$ cat src/rtl/scb_pkg.sv
// ----------------------------------------------------------------------------
// scb_pkg
// Shared types, constants and tables for the scan context builder.
// ----------------------------------------------------------------------------
`default_nettype none

package scb_pkg;

    localparam int MAX_RINGS_DEFAULT   = 32;
    localparam int MAX_SECTORS_DEFAULT = 64;

    localparam int HEIGHT_W  = 19;
    localparam int COORD_W   = 20;
    localparam int RADIUS_W  = 19;
    localparam int PHASE_W   = 16;
    localparam int CFG_ADDR_W = 2;
    localparam int CFG_DATA_W = 19;

    localparam int CORDIC_STEPS = 14;

    // Configuration register indexes.
    localparam logic [CFG_ADDR_W-1:0] REG_RING_COUNT   = 2'd0;
    localparam logic [CFG_ADDR_W-1:0] REG_SECTOR_COUNT = 2'd1;
    localparam logic [CFG_ADDR_W-1:0] REG_MAX_RADIUS   = 2'd2;

    // Operation codes carried in the input tuser.
    localparam logic OP_ACCUM = 1'b0;
    localparam logic OP_READ  = 1'b1;

    typedef enum logic [3:0] {
        S_CLR,
        S_IDLE,
        S_SQ1,
        S_SQ2,
        S_LHS,
        S_RMUL,
        S_RCMP,
        S_ANG,
        S_SEC,
        S_ADR,
        S_RD,
        S_UPD,
        S_OUT
    } state_t;

    typedef struct packed {
        logic busy;
        logic done;
    } cordic_stat_t;

    // Angle of each vectoring step, 65536 = one full turn.
    function automatic logic [13:0] step_angle(input logic [3:0] idx);
        logic [13:0] a;
        unique case (idx)
            4'd0:    a = 14'd8192;
            4'd1:    a = 14'd4836;
            4'd2:    a = 14'd2555;
            4'd3:    a = 14'd1297;
            4'd4:    a = 14'd651;
            4'd5:    a = 14'd326;
            4'd6:    a = 14'd163;
            4'd7:    a = 14'd81;
            4'd8:    a = 14'd41;
            4'd9:    a = 14'd20;
            4'd10:   a = 14'd10;
            4'd11:   a = 14'd5;
            4'd12:   a = 14'd3;
            4'd13:   a = 14'd1;
            default: a = 14'd0;
        endcase
        return a;
    endfunction

endpackage

`default_nettype wire

$ cat src/rtl/scb_cordic.sv
// ----------------------------------------------------------------------------
// scb_cordic
// Iterative vectoring unit: 16-bit phase of the direction of (-x, -y).
// ----------------------------------------------------------------------------
`default_nettype none

module scb_cordic
    import scb_pkg::*;
(
    input  wire logic                      aclk,
    input  wire logic                      aresetn,
    input  wire logic                      start,
    input  wire logic signed [COORD_W-1:0] x_in,
    input  wire logic signed [COORD_W-1:0] y_in,
    output cordic_stat_t                   stat,
    output logic         [PHASE_W-1:0]     phase
);

    localparam int VW = 32;

    logic signed [COORD_W:0]   nx, ny;
    logic signed [COORD_W+1:0] ua, va;
    logic [1:0]                quad;

    logic signed [VW-1:0] u_reg, v_reg;
    logic signed [16:0]   z_reg;
    logic [1:0]           quad_reg;
    logic [3:0]           step_reg;
    logic                 busy_reg;
    logic                 done_reg;

    logic signed [VW-1:0] du, dv;
    logic signed [16:0]   ang;
    logic [13:0]          zc;

    // Remove the quadrant by exact quarter turns.
    always_comb begin
        nx = -$signed({x_in[COORD_W-1], x_in});
        ny = -$signed({y_in[COORD_W-1], y_in});
        if (nx > 0 && ny >= 0) begin
            quad = 2'd0; ua = (COORD_W+2)'(nx);  va = (COORD_W+2)'(ny);
        end else if (nx <= 0 && ny > 0) begin
            quad = 2'd1; ua = (COORD_W+2)'(ny);  va = -(COORD_W+2)'(nx);
        end else if (nx < 0 && ny <= 0) begin
            quad = 2'd2; ua = -(COORD_W+2)'(nx); va = -(COORD_W+2)'(ny);
        end else begin
            quad = 2'd3; ua = -(COORD_W+2)'(ny); va = (COORD_W+2)'(nx);
        end
    end

    assign du  = v_reg >>> step_reg;
    assign dv  = u_reg >>> step_reg;
    assign ang = $signed({3'b000, step_angle(step_reg)});

    always_ff @(posedge aclk) begin
        if (!aresetn) begin
            busy_reg <= 1'b0;
            done_reg <= 1'b0;
            step_reg <= '0;
        end else if (start) begin
            busy_reg <= 1'b1;
            done_reg <= 1'b0;
            step_reg <= '0;
            u_reg    <= VW'(ua) <<< 8;
            v_reg    <= VW'(va) <<< 8;
            z_reg    <= '0;
            quad_reg <= quad;
        end else if (busy_reg) begin
            if (v_reg > 0) begin
                u_reg <= u_reg + du;
                v_reg <= v_reg - dv;
                z_reg <= z_reg + ang;
            end else begin
                u_reg <= u_reg - du;
                v_reg <= v_reg + dv;
                z_reg <= z_reg - ang;
            end
            if (step_reg == 4'(CORDIC_STEPS - 1)) begin
                busy_reg <= 1'b0;
                done_reg <= 1'b1;
            end else begin
                step_reg <= step_reg + 4'd1;
            end
        end else begin
            done_reg <= 1'b0;
        end
    end

    always_comb begin
        if (z_reg < 0) begin
            zc = '0;
        end else if (z_reg > 17'sd16383) begin
            zc = 14'h3FFF;
        end else begin
            zc = z_reg[13:0];
        end
    end

    assign phase     = {quad_reg, zc};
    assign stat.busy = busy_reg;
    assign stat.done = done_reg;

endmodule

`default_nettype wire

$ cat config.mk
export PLATFORM = sky130hd
export DESIGN_NAME = scb_cordic
export DESIGN_NICKNAME = d
export VERILOG_FILES = /design/src/rtl/scb_pkg.sv /design/src/rtl/scb_cordic.sv
export SDC_FILE = /design/constraint.sdc
export NUM_CORES = 1
export LEC_CHECK = 0
export BUFFER_PORTS_ARGS = -buffer_cell sky130_fd_sc_hd__buf_2
export CORE_MARGIN = 2
export CORE_UTILIZATION = 35
export DETAILED_ROUTE_END_ITERATION = 7
export PLACE_DENSITY_LB_ADDON = 0.12
export SYNTH_ARGS = -nofsm -noshare
export SYNTH_HDL_FRONTEND = slang
export SYNTH_SLANG_ARGS = --single-unit
$ cat constraint.sdc
create_clock -name aclk -period 8 [get_ports aclk]
set_input_delay 1.6 -clock aclk [delete_from_list [all_inputs] [get_ports aclk]]
set_output_delay 1.6 -clock aclk [all_outputs]
set_load 0.02 [all_outputs]
[Word level (Yosys, flattened, before mapping)]
Memories as Yosys holds them, arrays and structs flattened. A register that Yosys moved wholly into a read port is not among the register bits.
Cells that the tools add are included.
W data, S select, Z words.
Operators by class
  add/sub/neg operators: 11
  $lt $le $gt $ge: 9
  eq/ne operators: 1
  shift-type cells: 2
  mux-type cells: 23
  bitwise logic cells: 3
  reductions and logical operators: 10
Operator list (number)
  $mux W32: 6
  $mux W22: 6
  $add A32 B32 Y32: 2
  $sshr A32 B4 Y32: 2
  $sub A32 B32 Y32: 2
  $neg A21 Y22: 2
  $gt A21 B1 Y1 const B: 2
  $le A21 B1 Y1 const B: 2
  $neg A20 Y21: 2
  $mux W17: 2
  $gt A32 B1 Y1 const B: 1
  $mux W14: 2
  $ge A21 B1 Y1 const B: 1
  $lt A21 B1 Y1 const B: 1
  $add A17 B15 Y17: 1
  $gt A17 B15 Y1 const B: 1
  $lt A17 B1 Y1 const B: 1
  $sub A17 B15 Y17: 1
  $mux W4: 2
  $reduce_and A2 Y1: 3
  $mux W1: 5
  $add A4 B1 Y4 const B: 1
  $eq A4 B4 Y1 const B: 1
  $reduce_or A2 Y1: 2
  other kinds (4): 8
Storage, ports and cells
  register bits: 89
  memory bits (read-only): 224
  output and inout bits: 18
  memories kept: 1
Memory list
  (name not given): depth 16, width 14, rd ports 1, clocked after Yosys merged registers in 1, wr ports 0, line scb_pkg.sv:54  | unique case (idx)

[Logic depth before layout (Yosys ltp)]
Gate-level depths: netlist (run 1).
  depth after elaboration: 7
  gate-level depth with buffers: 28
  depth with buffers taken out: 22

[Least setup slack after synthesis (run 1)]
Ideal clock, no wire load.
  path kind: flip-flop to flip-flop
  start point: register step_reg[3]
  end point: register v_reg[30] (data pin)
  setup time: 0.268 ns
  arrival time: 5.238 ns
  slack: 2.494 ns
  stages on the path, launching flop included: 27
  buffers on the path: 7
  clock period less this slack: 5.506 ns
  cell sequence: dfxtp_1 buf_4 buf_4 buf_4 clkbuf_1 clkbuf_1 buf_1 buf_1 o21ai_0 ha_1 nand2_1 nor2_1 and3_1 nand2b_1 nand2_1 xor2_1 ha_1 and3_1 nand4_1 or2_2 a2111oi_0 nor2_1 a31oi_1 a211oi_1 a211oi_1 xnor2_1 o21ai_0
On the way
  cells in the longest elaborated chain, start to end: 5
RTL lines
  start: declaration: line scb_cordic.sv:28  | logic [3:0] step_reg;
  start signal: assignment: line scb_cordic.sv:82  | step_reg <= step_reg + 4'd1;
  $sshr A32 B4 Y32 *: line scb_cordic.sv:52  | assign dv = u_reg >>> step_reg;
  $add A32 B32 Y32 or $sub A32 B32 Y32 (tied branches): line scb_cordic.sv:75, scb_cordic.sv:71
  $mux W32 *: line scb_cordic.sv:69  | if (v_reg > 0) begin
  $mux W32 *: line scb_cordic.sv:68  | end else if (busy_reg) begin
  $mux W32 *: line scb_cordic.sv:60  | end else if (start) begin
  end signal: assignment: line scb_cordic.sv:65  | v_reg <= VW'(va) <<< 8;
  end signal: assignment: line scb_cordic.sv:71  | v_reg <= v_reg - dv;
  end signal: assignment: line scb_cordic.sv:75  | v_reg <= v_reg + dv;
  end: declaration: line scb_cordic.sv:25  | logic signed [VW-1:0] u_reg, v_reg;
Mark *: on every way between the ends. The rest lies on a longest branch, timed or not. The select of a mux whose other input is x is not followed.
A chain may end at the register's enable or synchronous reset.

[Worst setup path in the final report (run 1)]
  start point: register step_reg[2]
  end point: register v_reg[30] (data pin)
Same word-level chain as after synthesis.

==> results.md, run 1 <==
* Status: finished, final reports clean
* Final net count at 2,174
* Yosys reg bits at between 100 and 150
* Area of the multi-input gates at 0.01262 mm^2
* Unrepaired setup endpoints after global routing: false
* Largest net degree at the start of global routing at 73
* Setup Skew at 0.01794 ns
* FFs w/ async S/R, synth at 0%
* Number of distinct library cells after synthesis at 96
* Post-Synthesis Cell Area at about 0.016 mm^2
* DRT iter0 DRCs at 1,296
* Total length of routed wires at approximately 58 mm
* Area leader, netlist: edfxtp_1
* Post-Syn Area per Cell at 7.961 um^2
* Port bufs at 60
* DPL Wire Length at 45.65 mm
* Vias in the first global route at 15,070
* P_sw at 4.004 mW
* Layout Cells excl Fill at 2,645
* Period utilization at a little under nine tenths
* Die area at roughly 0.049 mm^2
* # hold bufs at CTS at 0
* Slew @ Worst Pin at 1.100 ns
* Clk root buf: clkbuf_16
* Achievable Freq at 146.1 MHz
* EDFF count, synth at a little over 80
* Inserted Clock Buffers at 9
* Post-Syn Instances at 2,056
* Routed WL per cell at approximately 22 um
* FP Rows at 79
* Gr usage total at a little under a quarter
* First-pass GRT wire length at 88.14 mm
* Drt drc at 0
* Max H-tree Level at 3
* Setup tns final at 0 ns
* IO Count at 61
* Worst setup SP type: flip-flop
* Clk network pwr share at 6.1%
* Seq pwr share at 17.3%
* Power density cells at 435.3 mW/mm^2
* Top FF cell, synth: edfxtp_1
* Sw frac at ~53%
* Initial core utilization at around a third
* Post-Place Worst Slack at 1.257 ns
* Vias/cell at 5.981
* CTS Buffer Depth at 2
* Post-CTS Resized at 0
* Core area at 0.04636 mm^2
* Period minus WS final at 6.843 ns
* Internal at 3.515 mW
* Fin util at 37.26%
* Worst VDD drop at 0.2204 mV
* RePlAce Congestion at 0.9307
* Post-synth top area share at between 10% and 20%
* Overflow after GRT at 0
* ANT nets after route at 0
* Final WS setup at 1.157 ns
* Relative slew slack at 24.78%
* Arr. time, crit path at 6.96 ns
* Placed Cells incl. Taps at between 2,000 and 3,000
* Layout cells sized above 1 at around an eighth
* Leak at between 6 and 7 nW
* CTS sink cnt at 103
* CP Class: flip-flop to flip-flop
* Final setup violation count at 0
* Antenna violations before repair at 0
* Die Span Y at 220.2 um
* Logic pwr share at between 70% and 80%
* Max-cap viol count at 0
* Worst-path fanout max at just over 70
* Sequential cell area at 0.002903 mm^2
* Worst-Skew Late Latency at 0.39 ns
* Synthesis-to-finish area growth at 5.550%
* Max Slew Vio Count at 0
* Via count at 15,820
* Worst Path Required at around 8.1 ns
* Worst-path clk slew at around 0.090 ns
* Worst setup EP type: flip-flop
* Post-Syn Nets at 2,197
* Post-CTS Setup Inserts at 0
* Synth top area cells: edfxtp_1 (15%), ha_1 (7.3%), xnor2_1 (5.8%), nor2_1 (4.9%), mux2i_1 (4.7%)
* CTS tree: yes
* Die W at 220.2 um
* Min-Delay Path Class: flip-flop to flip-flop
* Seq/Total Area, Yosys at 17.67%
* Reg2reg setup slack at 1.16 ns
* Final hold vios at 0
* Pre-Repair DR Iteration Count at 5
* Ys Warns at 0
* Filler instances at 4,908
* N_diodes at 0
cell type report:
type / instances / area share, %
clock buffers: 10 / 1.383
inverters: 55 / 1.195
flip-flops and latches: 103 / 16.80
multi-input cells: 1779 / 73.08
repair buffers: 85 / 2.839
clock inverters: 6 / 0.3042
well taps: 607 / 4.396
synth_stat cells (8+ instances only):
master and count:
nor2_1 215, nand2_1 187, a21oi_1 147, o21ai_0 133, xnor2_1 108, ha_1 95, xor2_1 85, edfxtp_1 83
mux2i_1 77, nand3_1 62, nor3_1 59, clkbuf_1 56, inv_1 53, mux2_2 39, a31oi_1 35, and2_1 31
mux4_2 30, a211oi_1 29, a21o_1 29, nand2b_1 26, buf_2 25, or2_2 24, o211ai_1 23, nor2b_1 22
o31ai_1 21, buf_4 20, dfxtp_1 20, nand4_1 20, nor4_1 20, o22ai_1 16, or3_1 16, and3_1 14
o21ai_1 14, o21bai_1 13, o221ai_1 13, o21a_1 11, a22oi_1 10, mux4_1 10, a221oi_1 8
placed cells by master (no fill, tap or decap), types with 29 or more instances in the layout:
cell / synthesis / final
a21o_1: 29 / 29
nor3_1: 59 / 59
mux2_2: 39 / 39
nand3_1: 62 / 62
inv_1: 53 / 53
buf_2: 25 / 59
a211oi_1: 29 / 29
nor2_1: 215 / 214
and2_1: 31 / 31
xnor2_1: 108 / 108
edfxtp_1: 83 / 83
o21ai_0: 133 / 133
a31oi_1: 35 / 35
xor2_1: 85 / 85
a21oi_1: 147 / 147
mux2i_1: 77 / 77
ha_1: 95 / 95
nand2_1: 187 / 187
mux4_2: 30 / 30
critical path, stage by stage (launching register included):
cell and delay [ns]:
dfxtp_4 0.97, mux4_2 0.64, a211oi_2 0.26, nand3_1 0.14, a222oi_1 0.54, nand3_1 0.23
a21oi_1 0.18, nor2_1 0.07, xor2_1 0.21, ha_1 0.37, and3_1 0.21, nand4_1 0.13
or2_2 0.31, a2111oi_0 0.95, nor2_1 0.20, a31oi_1 0.44, a211oi_1 0.19, a211oi_1 0.28
xnor2_1 0.14, o21ai_0 0.08
power by group through the flow:
| stage | combinational [mW] | clock (mW) | sequential [mW] |
|---|---|---|---|
| 5_1_grt | 6.37 | 0.490 | 1.32 |
| 4_1_cts | 5.69 | 0.480 | 1.29 |
| 6_report | 5.75 | 0.462 | 1.30 |
| 2_1_floorplan | 4.34 | 0 | 1.06 |
| 3_3_place_gp | 5.63 | 0 | 1.30 |
| 3_5_place_dp | 5.64 | 0 | 1.30 |
per-stage QoR:
step,hold WS [ns],total power [mW],area (um^2)
2_1_floorplan,0.4663,5.394,16370
3_3_place_gp,0.4782,6.933,16980
3_5_place_dp,0.4830,6.945,16980
4_1_cts,0.4992,7.464,17280
5_1_grt,0.5176,8.173,17280
6_report,0.4949,7.520,17280
cells by family after synthesis:
logic type	Yosys count	synth area share (%)
mux	158	13.35
compound gates	593	23.63
xor+xnor	194	10.43
fa+ha+maj	98	7.629
flops	103	17.67
simple gates	736	21.96
buf+inv	174	5.328
metal layers:
| metal | part of all wire (%) | vias to the layer above | track usage, % |
|---|---|---|---|
| li1 | - | 7628 | - |
| met1 | 45 | 7638 | 31.28 |
| met2 | 48 | 470 | 40.22 |
| met3 | 4.4 | 83 | 2.502 |
| met4 | 2.8 | 0 | 7.069 |
| met5 | 0 | - | 0 |
final timing paths:
kind                     to  cells past startpoint        start
setup / recovery  v_reg[30]                     19  step_reg[2]
hold / removal     done_reg                      2     done_reg
setup reg to reg  v_reg[30]                     19  step_reg[2]
hold reg to reg    done_reg                      2     done_reg
(Power assumes the default switching activity.)
==> run 2: changes to the inputs <==
Settings changed: CORE_UTILIZATION 35 to 38.
==> run 2 against run 1 <==
Cell count decreased by 2.4%. Register-to-register slack improved by 0.29 ns. Hold slack improved by 0.050 ns. Largest cell class unchanged. Highest routed layer unchanged.
==> results.md, run 2 (synthesis gave the netlist of run 1 again) <==
* Status: finished, final reports clean
* Max-cap viol count at 0 (unchanged)
* IO Count at 61 (unchanged)
* Setup Skew at 0.02065 ns (+0.002714 ns)
* Leak at 6.382 nW (+0.16%)
* DPL Wire Length at 44.68 mm (-2.1%)
* Via count at 15,830 (+0.089%)
* Core area at 0.04279 mm^2 (-7.7%)
* Layout cells sized above 1 at 11.59% (-0.087 points)
* CTS tree: yes
* Unrepaired setup endpoints after global routing: false
* Clk root buf: clkbuf_16
* Die area at 0.04475 mm^2 (-7.8%)
* Relative slew slack at 34.22% (+9.4 points)
* Min-Delay Path Class: flip-flop to flip-flop
* Synthesis-to-finish area growth at 5.252%
* Hold path startpoint: done_reg
* Reg2reg start: step_reg[0]
* Vias/cell at 6.132 (+2.5%)
* Worst-path fanout max at 33 (-54%)
* CP Class: flip-flop to flip-flop
* ANT nets after route at 0 (unchanged)
* Final hold vios at 0 (unchanged)
* Overflow after GRT at 0 (unchanged)
* Finished Cell Area at 0.01723 mm^2 (-0.28%)
* Power density cells at 438.5 mW/mm^2 (+0.75%)
* Final setup violation count at 0 (unchanged)
* Dpl cell area at 0.01688 mm^2 (-0.58%)
* Post-CTS Resized at 0 (unchanged)
* Gr usage total at 25.15% (+1.6 points)
* Total length of routed wires at 56.34 mm (-2.7%)
* Worst setup SP type: flip-flop
* CTS sink cnt at 103 (unchanged)
* Max H-tree Level at 3 (unchanged)
* Worst VDD drop at 0.2176 mV (-1.3%)
* RePlAce Congestion at 0.9415 (+1.2%)
* Initial core utilization at 38.25% (+2.9 points)
* Routed WL per cell at 21.82 um (-0.29%)
* Most frequent cells in the layout: nor2_1 (214), nand2_1 (187), a21oi_1 (147), o21ai_0 (133), xnor2_1 (108)
* CP peak stage delay at 0.80 ns (-0.17 ns)
* First-pass GRT wire length at 87.61 mm (-0.60%)
* Vias in the first global route at 15,180 (+0.70%)
* Register-to-Register Path Depth at 20 (+1)
* Largest net degree at the start of global routing at 70 (-4.1%)
* Period minus WS final at 6.554 ns (-0.2895 ns)
* CTS Buffer Depth at 2 (unchanged)
* Worst setup EP type: flip-flop
* Achievable Freq at 152.6 MHz (+4.4%)
* Die Span Y at 211.5 um (-4.0%)
* Worst-path clk slew at 0.09 ns (about the same)
* Hold Path End: done_reg
* CP Buf/Inv Count at 2 (+2)
* R2R Path End: v_reg[30]
* Antenna violations before repair at 0 (unchanged)
* Die W at 211.5 um (-4.0%)
* Period utilization at 81.92% (-3.6 points)
* Hold Path Depth at 2 (unchanged)
* # hold bufs at CTS at 0 (unchanged)
* Post-CTS Setup Inserts at 0 (unchanged)
* Final net count at 2,172 (-0.092%)
* Worst-Skew Late Latency at 0.39 ns (about the same)
* CP max stage cell: dfxtp_2
* Setup tns final at 0 ns (unchanged)
* Reg2reg setup slack at 1.45 ns (+0.29 ns)
* Pre-Repair DR Iteration Count at 5 (unchanged)
* FP Rows at 76 (-3.8%)
* Crit-path cells: inv_2 -> buf_4 -> a21oi_2 -> nand4_1 -> a222oi_1 -> nand3_1 -> a21oi_1 -> nor2_1 -> xor2_1 -> ha_1 -> and3_1 -> nand4_1 -> or2_2 -> a2111oi_0 -> nor2_1 -> a31oi_1 -> a211oi_1 -> a211oi_1 -> xnor2_1 -> o21ai_0
* Inserted Clock Buffers at 9 (unchanged)
* Slew @ Worst Pin at 0.9763 ns (-0.1236 ns)
* Port bufs at 60 (unchanged)
* Worst Path Required at 8.12 ns (about the same)
* Most common cell after layout, fill and taps aside: nor2_1
* Max Slew Vio Count at 0 (unchanged)
* N_diodes at 0 (unchanged)
* DRT iter0 DRCs at 1,398 (+7.9%)
* Crit-path leading delay family: compound AO/OA/AOI/OAI gates
* Arr. time, crit path at 6.67 ns (-0.29 ns)
* Drt drc at 0 (unchanged)
[run 2: changes by cell type in the layout (fill, tap and decap cells not counted), sizes merged]
cell,delta
inv,+1
clkinv,-2
buf,-2
bufinv,+1
[run 2: worst reg2reg max path: stages, from the launching register on]
cell and delay (ns):
dfxtp_2 0.80, inv_2 0.47, buf_4 0.38, a21oi_2 0.22
nand4_1 0.14, a222oi_1 0.54, nand3_1 0.23, a21oi_1 0.17
nor2_1 0.07, xor2_1 0.21, ha_1 0.37, and3_1 0.21
nand4_1 0.12, or2_2 0.30, a2111oi_0 0.77, nor2_1 0.17
a31oi_1 0.44, a211oi_1 0.18, a211oi_1 0.28, xnor2_1 0.15
o21ai_0 0.09
[run 2: cell type report]
| cell class | count | area (um^2) |
|---|---|---|
| fillers | 4455 | 25560 |
| multi-input cells | 1779 | 12620 |
| flip-flops and latches | 103 | 2903 |
| well taps | 546 | 683.2 |
| repair buffers | 83 | 475.5 |
| clock buffers | 10 | 250.2 |
| inverters | 55 | 206.4 |
| clock inverters | 6 | 91.34 |
[run 2: per-layer routing]
metal,GRT usage [%],wire [um]
met5,0,0
met4,9.252,1936
met3,3.293,3221
met2,42.56,26550
met1,32.69,24630
[run 2: how the worst max path moves through the flow]
stage / start / end / slack, ns / depth (start not counted)
floorplan: step_reg[3] / v_reg[30] / 2.49 / 26
global placement: step_reg[0] / v_reg[30] / 1.50 / 20
detailed placement: step_reg[1] / u_reg[27] / 1.43 / 20
CTS: step_reg[1] / u_reg[27] / 1.42 / 20
global route: step_reg[1] / u_reg[27] / 0.91 / 20
finish: step_reg[0] / v_reg[30] / 1.45 / 20
[run 2: stage by stage]
| stage | total power [mW] | instances | worst slack, ns | hold WS, ns | utilization [%] |
|---|---|---|---|---|---|
| 6_report | 7.555 | 2582 | 1.446 | 0.5447 | 40.26 |
| 3_3_place_gp | 6.908 | 2566 | 1.501 | 0.5279 | 39.46 |
| 3_5_place_dp | 6.904 | 2566 | 1.426 | 0.5216 | 39.46 |
| 5_1_grt | 8.220 | 2582 | 0.9143 | 0.5473 | 40.26 |
| 2_1_floorplan | 5.394 | 2056 | 2.494 | 0.4663 | - |
| 4_1_cts | 7.485 | 2582 | 1.416 | 0.5409 | 40.26 |
[run 2: power by group]
part / leakage [nW] / switching, mW / internal [mW]
Combinational: 5.24 / 3.35 / 2.39
Clock: 0.168 / 0.259 / 0.274
Sequential: 0.971 / 0.381 / 0.901
